===== src/crrm_pkg.sv =====
// crrm_pkg: shared types and codes for the cascaded range remap block
// holds the command and result words and the token and rule-write controls
// no dependencies
`timescale 1ns / 1ps
`default_nettype none

package crrm_pkg;

	// action codes of a command word
	localparam logic [1:0] ACT_WRITE     = 2'd0;
	localparam logic [1:0] ACT_TRANSLATE = 2'd1;
	localparam logic [1:0] ACT_RESTART   = 2'd2;

	// wide enough for the largest stage count
	localparam int STAGE_BITS = 4;

	typedef struct packed {
		logic [1:0]  action;
		logic [2:0]  stage_index;
		logic [5:0]  entry_index;
		logic        rule_valid;
		logic [31:0] dest_start;
		logic [31:0] source_start;
		logic [31:0] window_length;
		logic [31:0] seed_value;
	} item_t;

	typedef struct packed {
		logic [31:0] mapped_value;
		logic [31:0] batch_minimum;
	} result_t;

	// control part of the token that walks the cell row
	typedef struct packed {
		logic                  valid;
		logic                  matched;
		logic [STAGE_BITS-1:0] stage;
	} token_ctl_t;

	// rule write broadcast to all cells
	typedef struct packed {
		logic                  we;
		logic [STAGE_BITS-1:0] stage;
		logic [5:0]            entry;
		logic                  rule_valid;
	} rule_wr_t;

endpackage

`default_nettype wire


===== src/crrm_cell.sv =====
// crrm_cell: one rule slot of every remap stage
// checks the passing token against its rule for the token's stage and hands it on
// depends on crrm_pkg
`timescale 1ns / 1ps
`default_nettype none

module crrm_cell #(
	parameter int VALUE_BITS = 32,
	parameter int STAGES     = 7,
	parameter int ENTRY_ID   = 0
) (
	input  wire                              clk,
	input  wire                              arst_n,
	input  wire crrm_pkg::rule_wr_t          wr,
	input  wire logic [VALUE_BITS-1:0]       wr_dest,
	input  wire logic [VALUE_BITS-1:0]       wr_source,
	input  wire logic [VALUE_BITS-1:0]       wr_length,
	input  wire crrm_pkg::token_ctl_t        ctl_in,
	input  wire logic [VALUE_BITS-1:0]       value_in,
	output crrm_pkg::token_ctl_t             ctl_q,
	output logic [VALUE_BITS-1:0]            value_q
);

	localparam int SW = (STAGES > 1) ? $clog2(STAGES) : 1;

	logic [VALUE_BITS-1:0] dest_q   [STAGES];
	logic [VALUE_BITS-1:0] source_q [STAGES];
	logic [VALUE_BITS-1:0] length_q [STAGES];
	logic [STAGES-1:0]     en_q;

	logic [SW-1:0]         sidx;
	logic [SW-1:0]         widx;
	logic                  wr_hit;
	logic [VALUE_BITS-1:0] offset;
	logic                  hit;

	assign sidx   = ctl_in.stage[SW-1:0];
	assign widx   = wr.stage[SW-1:0];
	assign wr_hit = wr.we && (32'(wr.entry) == ENTRY_ID);

	// window test by wrapped offset, so windows past the top still work
	assign offset = value_in - source_q[sidx];
	assign hit    = ctl_in.valid && !ctl_in.matched && en_q[sidx] &&
	                (offset < length_q[sidx]);

	always_ff @(posedge clk or negedge arst_n) begin
		if (!arst_n) begin
			en_q  <= '0;
			ctl_q <= '0;
		end else begin
			if (wr_hit) begin
				en_q[widx] <= wr.rule_valid;
			end
			ctl_q.valid   <= ctl_in.valid;
			ctl_q.matched <= ctl_in.matched || hit;
			ctl_q.stage   <= ctl_in.stage;
		end
	end

	always_ff @(posedge clk) begin
		if (wr_hit) begin
			dest_q[widx]   <= wr_dest;
			source_q[widx] <= wr_source;
			length_q[widx] <= wr_length;
		end
		value_q <= hit ? (dest_q[sidx] + offset) : value_in;
	end

endmodule

`default_nettype wire


===== config.mk =====
export PLATFORM = sky130hd
export DESIGN_NAME = crrm_cell
export DESIGN_NICKNAME = d
export VERILOG_FILES = /design/src/crrm_pkg.sv /design/src/crrm_cell.sv
export SDC_FILE = /design/constraint.sdc
export NUM_CORES = 1
export LEC_CHECK = 0
export BUFFER_PORTS_ARGS = -buffer_cell sky130_fd_sc_hd__buf_2
export CAP_MARGIN = 20
export CELL_PAD_IN_SITES_DETAIL_PLACEMENT = 2
export CELL_PAD_IN_SITES_GLOBAL_PLACEMENT = 2
export CORE_UTILIZATION = 33
export CTS_CLUSTER_DIAMETER = 120
export DETAILED_ROUTE_END_ITERATION = 10
export PLACE_DENSITY = 0.69
export SYNTH_ARGS = -nofsm -noshare
export SYNTH_HDL_FRONTEND = slang
export SYNTH_SLANG_ARGS = --single-unit

===== constraint.sdc =====
create_clock -name clk -period 6 [get_ports clk]
set_input_delay 0.9 -clock clk [delete_from_list [all_inputs] [get_ports clk]]
set_output_delay 0.9 -clock clk [all_outputs]
set_load 0.01 [all_outputs]

==> results of run 1 <==
==> report_power, final <==
| part | leakage [nW] | switching, mW | total [mW] | internal (mW) |
|---|---|---|---|---|
| logic | 6.34 | 1.18 | 2.21 | 1.03 |
| registers | 6.48 | 0.0341 | 5.54 | 5.51 |
| clock network | 1.32 | 2.10 | 5.06 | 2.96 |
| total | 14.1 | 3.31 | 12.8 | 9.50 |
==> sequential cells by signal, indices dropped and copies added, names as in the netlist <==
name      count
value_q      32
dest_q      224
ctl_q         6
length_q    224
en_q          7
source_q    224
==> routing by layer <==
layer | vias to the layer above | track usage [%] | routed length [um]
li1 | 8259 | - | -
met1 | 9697 | 25.5 | 40500
met2 | 425 | 35.1 | 48300
met3 | 169 | 3.13 | 4160
met4 | 10 | 5.76 | 2460
met5 | - | 0 | 72
==> cells by family after synthesis <==
logic type	count (synthesis)	share of synthesized area, %
AO/OA/AOI/OAI	313	6.16
multiplexers	310	14.4
buffers and inverters	104	1.39
flip-flops	717	68.7
adder cells (fa/ha/maj)	94	3.86
XOR/XNOR	55	1.56
AND/OR/NAND/NOR	272	3.95
==> through the flow <==
step / instances / hold slack [ns]
after global placement: 3464 / 0.484
final: 3634 / 0.245
after CTS: 3615 / 0.193
after detailed placement: 3464 / 0.496
after global routing: 3634 / 0.232
after floorplan: 1865 / 0.475
==> worst max-delay path: cells and delay by family <==
family	cells	cell delay (ns)
AND/OR/NAND/NOR	6	0.88
XOR/XNOR	1	0.18
AO/OA/AOI/OAI	10	1.85
buffers and inverters	5	0.69
adder cells (fa/ha/maj)	3	0.79
multiplexers	3	1.10
==> repair_timing <==
action / CTS / global route
hold buffers: 0 / 0
setup buffers: 0 / 15
gates resized for setup: 11 / 60
pin swaps: 1 / 14
endpoints found under the setup margin: 29 / 33
gates cloned: 0 / 4
==> cell type report <==
type | instances | area, um^2
fillers | 8861 | 53700
flip-flops and latches | 717 | 21100
multi-input cells | 1044 | 9620
repair buffers | 451 | 3250
clock buffers | 115 | 2300
well taps | 1243 | 1560
clock inverters | 36 | 415
inverters | 28 | 108
==> cell usage in the layout, fill, tap and decap left out, types with 11 or more instances in the layout <==
master / instances
mux2i_1: 157
dfrtp_1: 13
ha_1: 89
buf_4: 242
nand3_1: 13
nor2_1: 56
mux2_4: 14
xor2_1: 15
clkbuf_16: 86
a21oi_1: 71
buf_12: 15
mux4_2: 97
a21o_1: 40
nand2b_1: 13
dfxtp_1: 32
nand4_1: 12
a21oi_2: 11
edfxtp_1: 672
o21ai_0: 113
nand2_1: 130
inv_1: 27
mux2_2: 39
clkbuf_1: 22
xnor2_1: 35
buf_2: 181
==> final timing paths <==
check                               start          end  slack [ns]  cells after the start
max in group asynchronous          arst_n      en_q[0]        5.39                      1
hold / removal                     arst_n     ctl_q[3]        0.24                      1
hold reg to reg                   en_q[2]      en_q[2]        0.50                      1
setup / recovery                ctl_in[0]  value_q[10]        0.07                     28
setup reg to reg           source_q[4][0]  value_q[10]        0.20                     26
min in group clk                ctl_in[3]     ctl_q[3]        0.38                      1
==> results.cfg, run 1 <==
[drt]
first_pass_iters = 4
avgViaCountPerCell = 5.11
vias = 18560
drc = 0
initialDrtViolationCount = 1019
antenna_left = 0
wl_per_cell_um = 26.3
drt-total-wl_um = 95500

[yosys]
synthCells = 1865
synth_edf_count = 672
postSynth.topFlopCell = edfxtp_1
synth_common_cells = edfxtp_1, mux2i_1, nand2_1, o21ai_0, mux4_2
yosysSeqAreaShare_pct = 68.7
synth_top_area_cell = edfxtp_1
yosysTopAreaCellShare_pct = 65.5
syn_nets = 2106
syn_area_mm2 = 0.0308
ys_top_cells_by_area = edfxtp_1, mux4_2, mux2i_1
ys_warn_count = 0
synth_most_common_cell = edfxtp_1
postSynthAreaPerCell_um2 = 16.5
synth-seq-cells = 717
synth-async-reset-ratio_pct = 1.81
ys_types = 65

[timing]
min_period_over_period_pct = 98.8
tightestPinTransition_ns = 1.12
finClkSkew_ns = 0.0220
fin_ws_ns = 0.0700
rsz0062_at_grt = true
hold_viol = 0
finalSetupViolCount = 0
period_minus_slack_ns = 5.93
fmax_mhz = 169
drv_slew = 0
fin_setup_tns_ns = 0
relSlewSlack_pct = 25.3

[finish]
diodes = 0
utilization_pct = 41.7
final_area_mm2 = 0.0384
drive_above_1_share_pct = 33.1
areaGrowthSynthToFinish_pct = 24.7
finalNetCount = 2566

[critical_path]
crit_path_end_kind = register
cp_slowest_stage_delay_ns = 0.51
crit_path_max_fanout = 8
cp_slowest_cell = mux4_2
required_ns = 6.51
critPathKind = input pin to register
arrival_ns = 6.44
worst_setup_path_start_kind = input pin

[floorplanning]
rows = 111
die-area_mm2 = 0.0945
core-area_mm2 = 0.0921
fp.dieH_um = 307
io_pins = 186
start_util_pct = 33.4
die_w_um = 307

[pwr]
ir_drop_mv = 0.203
finalPower_mw = 12.8
cellPowerDensity_mw_per_mm2 = 334
p_leak_nw = 14.1

[clock_network]
cts_root_buf = clkbuf_16
htree_levels = 3
cts_buffer_depth = 3
cts.reportedPaths.clkPinSlew_ns = 0.06
tritoncts = yes
clkSinkCount = 717
numCtsBuffers = 83
clock_latency_ns = 0.64

[grt]
grt_pass1_vias = 20706
grt_use_total_pct = 20.0
grt_max_degree = 98
grt_overflow = 0
antenna_found_initial = 19
grt_pass1_wl_um = 138000

[place]
place_area_mm2 = 0.0351
io_buffer_count = 184
place_hpwl_um = 63700
gp_congestion = 0.838
dp_slack_ns = -0.818

[flow_run]
maxCapViolations = 0

[min_path]
hold_path_class = input pin to asynchronous set/reset pin

[status]
status = finished clean
(Power assumes the default switching activity.)
==> inputs of run 2 (changes only) <==
- PLACE_DENSITY: 0.69 -> 0.71
- clock period: 6 -> 5.1 ns (I/O delays scaled with it)
==> run 2 against run 1 <==
  * The flow now finishes with violations (setup timing)
  * Critical path depth decreased by 3
  * Die area stayed put
  * Total power is 18% higher
  * Largest power group unchanged
==> results.cfg, run 2 (synthesized netlist as in run 1, its figures left out) <==
[timing]
fmax_mhz = 172
tightestPinTransition_ns = 0.897
relSlewSlack_pct = 39.6
period_minus_slack_ns = 5.81
drv_slew = 0
finClkSkew_ns = 0.0489
hold_viol = 0
finalSetupViolCount = 33
fin_setup_tns_ns = -21.15
min_period_over_period_pct = 114
rsz0062_at_grt = true
fin_ws_ns = -0.705

[drt]
drt-total-wl_um = 99000
first_pass_iters = 5
vias = 19035
antenna_left = 0
met2_length_um = 51200
wl_met1_um = 41000
drc = 0
top_layer = met5
dr_wl_met3_um = 3900
avgViaCountPerCell = 5.17
initialDrtViolationCount = 1147
wl_per_cell_um = 26.9

[critical_path]
crit_path_max_fanout = 7
arrival_ns = 6.31
cp_slowest_stage_delay_ns = 0.48
cp.depth = 25
reg2reg_depth = 25
critPathKind = register to register
crit_path_end_kind = register
worst_setup_path_start_kind = register
crit_family = compound AO/OA/AOI/OAI gates
cp_slowest_cell = mux4_2
worst_path_most_repeated_cell = o21ai_2
required_ns = 5.61
cp.buffers_inverters = 2

[pwr]
combPwrFrac_pct = 18.6
p_leak_nw = 14.4
switching_share_pct = 26.5
cellPowerDensity_mw_per_mm2 = 388
clock_power_share_pct = 38.5
finalPower_mw = 15.2
intPower_mw = 11.1
ir_drop_mv = 0.272
seq_power_share_pct = 43.0
switching_power_mw = 4.03

[grt]
grt_pass1_vias = 21139
grt_max_degree = 98
grt_pass1_wl_um = 143000
grt_use_total_pct = 20.8
grt_overflow = 0
antenna_found_initial = 15

[status]
status = complete, but fails checks
violations = setup timing

[clock_network]
clock_latency_ns = 0.66
htree_levels = 3
tritoncts = yes
cts.reportedPaths.clkPinSlew_ns = 0.06
cts_buffer_depth = 3
clkSinkCount = 717
numCtsBuffers = 81
cts_root_buf = clkbuf_16

[finish]
utilization_pct = 42.5
final_cell_mix = edfxtp_1, buf_4, buf_2, mux2i_1, nand2_1
finalNetCount = 2610
final_common_cell = edfxtp_1
reg.largest.list = dest_q: 224 flops, length_q: 224 flops, source_q: 224 flops
areaGrowthSynthToFinish_pct = 27.1
final_area_mm2 = 0.0391
drive_above_1_share_pct = 36.7

[flow_run]
maxCapViolations = 0

[floorplanning]
die-area_mm2 = 0.0945
die_w_um = 307
io_pins = 186
rows = 111
start_util_pct = 33.4
core-area_mm2 = 0.0921
fp.dieH_um = 307

[place]
gp_congestion = 0.813
place_hpwl_um = 65300
dp_slack_ns = -1.61
place_area_mm2 = 0.0355
io_buffer_count = 184

[min_path]
hold_path_class = input pin to asynchronous set/reset pin
## run 2: cell type report
| class | instances | area [um^2] |
|---|---|---|
| diodes | 2 | 5.00 |
| clock buffers | 112 | 2180 |
| clock inverters | 39 | 477 |
| fillers | 8787 | 52900 |
| inverters | 28 | 108 |
| multi-input cells | 1044 | 9910 |
| flip-flops and latches | 717 | 21100 |
| well taps | 1243 | 1560 |
| repair buffers | 497 | 3750 |
## run 2: layer usage
| metal | track usage [%] | vias up |
|---|---|---|
| li1 | - | 8348 |
| met1 | 25.9 | 10107 |
| met2 | 36.8 | 406 |
| met3 | 3.62 | 156 |
| met4 | 6.19 | 18 |
| met5 | 0 | - |
## run 2: power groups by stage
stage          Combinational (mW)  Sequential (mW)  Clock [mW]
2_1_floorplan                1.32             6.64           0
3_3_place_gp                 2.35             6.65           0
3_5_place_dp                 2.48             6.64           0
4_1_cts                      2.66             6.52        5.96
5_1_grt                      3.00             6.52        6.17
6_report                     2.82             6.52        5.84
## run 2: what timing repair did
| item | CTS | global route |
|---|---|---|
| gates resized for setup | 68 | 68 |
| setup buffers | 22 | 12 |
| endpoints found under the setup margin | 33 | 33 |
| cloned | 3 | 1 |
| hold endpoints to repair | 0 | 0 |
| hold buffers | 0 | 0 |
| pin swaps | 19 | 26 |
## run 2: through the flow
step	hold slack (ns)	instances
finish	0.0570	3682
global route	0.0519	3682
CTS	0.0438	3667
detailed placement	0.495	3491
global placement	0.486	3490
floorplan	0.469	1865
## run 2: path summary, 6_finish.rpt
path	slack, ns	start	end
max	-0.71	source_q[5][0]	value_q[4]
min	0.06	arst_n	ctl_q[4]
max reg2reg	-0.71	source_q[5][0]	value_q[4]
min reg2reg	0.51	en_q[2]	en_q[2]
max in group asynchronous	4.69	arst_n	en_q[2]
min in group clk	0.21	ctl_in[3]	ctl_q[3]
==> inputs of run 3 (changes only) <==
- CTS_BUF_LIST: unset -> sky130_fd_sc_hd__clkbuf_16
==> run 3 against run 2 <==
  * The run still ends with setup timing left
  * Sequential power about the same
  * Critical path depth grew 2
  * Die area unchanged
  * Utilization about the same
  * Clock skew grew 0.0025 ns
  * Hold slack better by 0.00063 ns
  * Combinational power is essentially flat
  * Fmax decreased by 0.43%
  * Wire length about the same
  * Cell count about the same
  * Sequential share of layout area up 0.052 points
  * Register-to-register slack about the same
==> results.cfg, run 3 (synthesized netlist as in run 1, its figures left out) <==
[clock_network]
cts_root_buf = clkbuf_16
cts_buffer_depth = 3
hold_buffers = 0
tritoncts = yes
numCtsBuffers = 81
htree_levels = 3
clock_latency_ns = 0.66
clkSinkCount = 717
cts.reportedPaths.clkPinSlew_ns = 0.06

[floorplanning]
core-area_mm2 = 0.0921
die_w_um = 307
fp.dieH_um = 307
rows = 111
start_util_pct = 33.4
die-area_mm2 = 0.0945
io_pins = 186

[flow_run]
maxCapViolations = 0

[grt]
grt_overflow = 0
antenna_found_initial = 15
grt_use_total_pct = 20.8
grt_pass1_vias = 21135
grt_max_degree = 98
grt_pass1_wl_um = 143000

[timing]
fin_ws_ns = -0.731
min_period_over_period_pct = 114
hold_viol = 0
tightestPinTransition_ns = 0.891
period_minus_slack_ns = 5.83
rsz0062_at_grt = true
fmax_mhz = 172
finClkSkew_ns = 0.0514
relSlewSlack_pct = 40.0
drv_slew = 0
finalSetupViolCount = 33

[status]
violations = setup timing
status = complete, but fails checks

[critical_path]
crit_end = value_q[4]
worst_path_most_repeated_cell = a21oi_2
cp_slowest_cell = mux4_2
critPathKind = input pin to register
cp_slowest_stage_delay_ns = 0.50
cp.depth = 27
cp.buffers_inverters = 5
r2r_setup_slack_ns = -0.71
required_ns = 5.61
crit_path_max_fanout = 13
timing.rr.end = value_q[4]
cp-startpoint = ctl_in[0]
crit_path_end_kind = register
crit_family = compound AO/OA/AOI/OAI gates
rr_startpoint = source_q[4][0]
reg2reg_depth = 25
arrival_ns = 6.34
worst_setup_path_start_kind = input pin

[drt]
antenna_left = 0
drc = 0
initialDrtViolationCount = 1114
drt-total-wl_um = 98900
avgViaCountPerCell = 5.14
first_pass_iters = 5
vias = 18928
wl_per_cell_um = 26.9

[pwr]
ir_drop_mv = 0.272
p_leak_nw = 14.5
cellPowerDensity_mw_per_mm2 = 385

[min_path]
hold_path_class = input pin to asynchronous set/reset pin

[finish]
final_cell_mix = edfxtp_1, buf_4, buf_2, mux2i_1, nand2_1
fin_cells = 3683
drive_above_1_share_pct = 36.6
areaGrowthSynthToFinish_pct = 27.0
fillers = 8792
final_common_cell = edfxtp_1
final_area_mm2 = 0.0391
reg.largest.list = dest_q: 224 flops, length_q: 224 flops, source_q: 224 flops
finalNetCount = 2610

[place]
gp_congestion = 0.813
place_inst = 3491
place_area_mm2 = 0.0355
place_hpwl_um = 65300
dp_slack_ns = -1.61
io_buffer_count = 184
-- run 3: changes by cell type in the layout (fill, tap and decap cells not counted), sizes merged --
cell and change:
inv +27, diode +1, clkinv +4, clkbuf -31
-- run 3: metrics by stage --
step / utilization (%) / hold WS [ns] / setup TNS (ns) / total power [mW]
after floorplan: - / 0.469 / -365.93 / 7.96
after global placement: 38.6 / 0.486 / -37.54 / 9.00
after detailed placement: 38.6 / 0.495 / -49.59 / 9.13
after CTS: 42.0 / 0.0438 / -17.58 / 15.0
after global routing: 42.5 / 0.0519 / -27.03 / 15.6
final: 42.5 / 0.0576 / -21.96 / 15.1
-- run 3: final cells by class --
type,count,area [um^2],share of cell area (%)
antenna,3,7.51,0.0192
timing repair buffer,497,3750,9.60
tap,1243,1560,3.98
multi-input combinational,1044,9910,25.3
clock inverter,70,593,1.52
sequential,717,21100,54.1
clock buffer,81,2030,5.18
inverter,28,108,0.275
-- run 3: worst register-to-register path, cell delays in order, from the launching register on --
cell and delay [ns]:
edfxtp_1 0.38, mux4_2 0.47, mux2_4 0.29, ha_4 0.16, fa_2 0.35, nor2b_2 0.16
o2111ai_2 0.17, buf_4 0.18, a21o_1 0.16, a211o_1 0.29, a211o_1 0.32, a41oi_2 0.21
o21ai_2 0.11, a21boi_2 0.18, o21ai_2 0.07, nand2b_1 0.13, xor2_2 0.21, ha_1 0.29
nor2b_4 0.14, o21ai_2 0.17, nand3_2 0.13, nor2_4 0.20, o2111ai_2 0.16, nand3_4 0.22
buf_12 0.18, mux2_4 0.31
-- run 3: what timing repair did --
item	in CTS	in global routing
cloned	3	1
gates resized for setup	68	68
buffers inserted	22	12
endpoints found under the setup margin	33	33
pin swaps	19	26
endpoints found under the hold margin	0	0
-- run 3: worst min-delay path by stage --
stage                        from  endpoint  slack [ns]
after floorplan            arst_n  ctl_q[0]        0.47
after global placement    en_q[0]   en_q[0]        0.49
after detailed placement  en_q[2]   en_q[2]        0.49
after CTS                  arst_n  ctl_q[4]        0.04
after global routing       arst_n  ctl_q[5]        0.05
final                      arst_n  ctl_q[4]        0.06
-- run 3: metal layers --
metal	global-route usage (%)	part of all wire, %	routed length, um
met1	25.9	41	40700
met2	36.8	52	51500
met3	3.61	4.0	3940
met4	6.19	2.8	2730
met5	0	0.12	120
-- run 3: report_power, final --
group          switching, mW  total [mW]  internal [mW]  leakage [nW]
clock network           2.48        5.72           3.24          1.38
registers             0.0449        6.52           6.48          6.48
logic                   1.50        2.81           1.31          6.65
total                   4.03        15.1           11.0          14.5
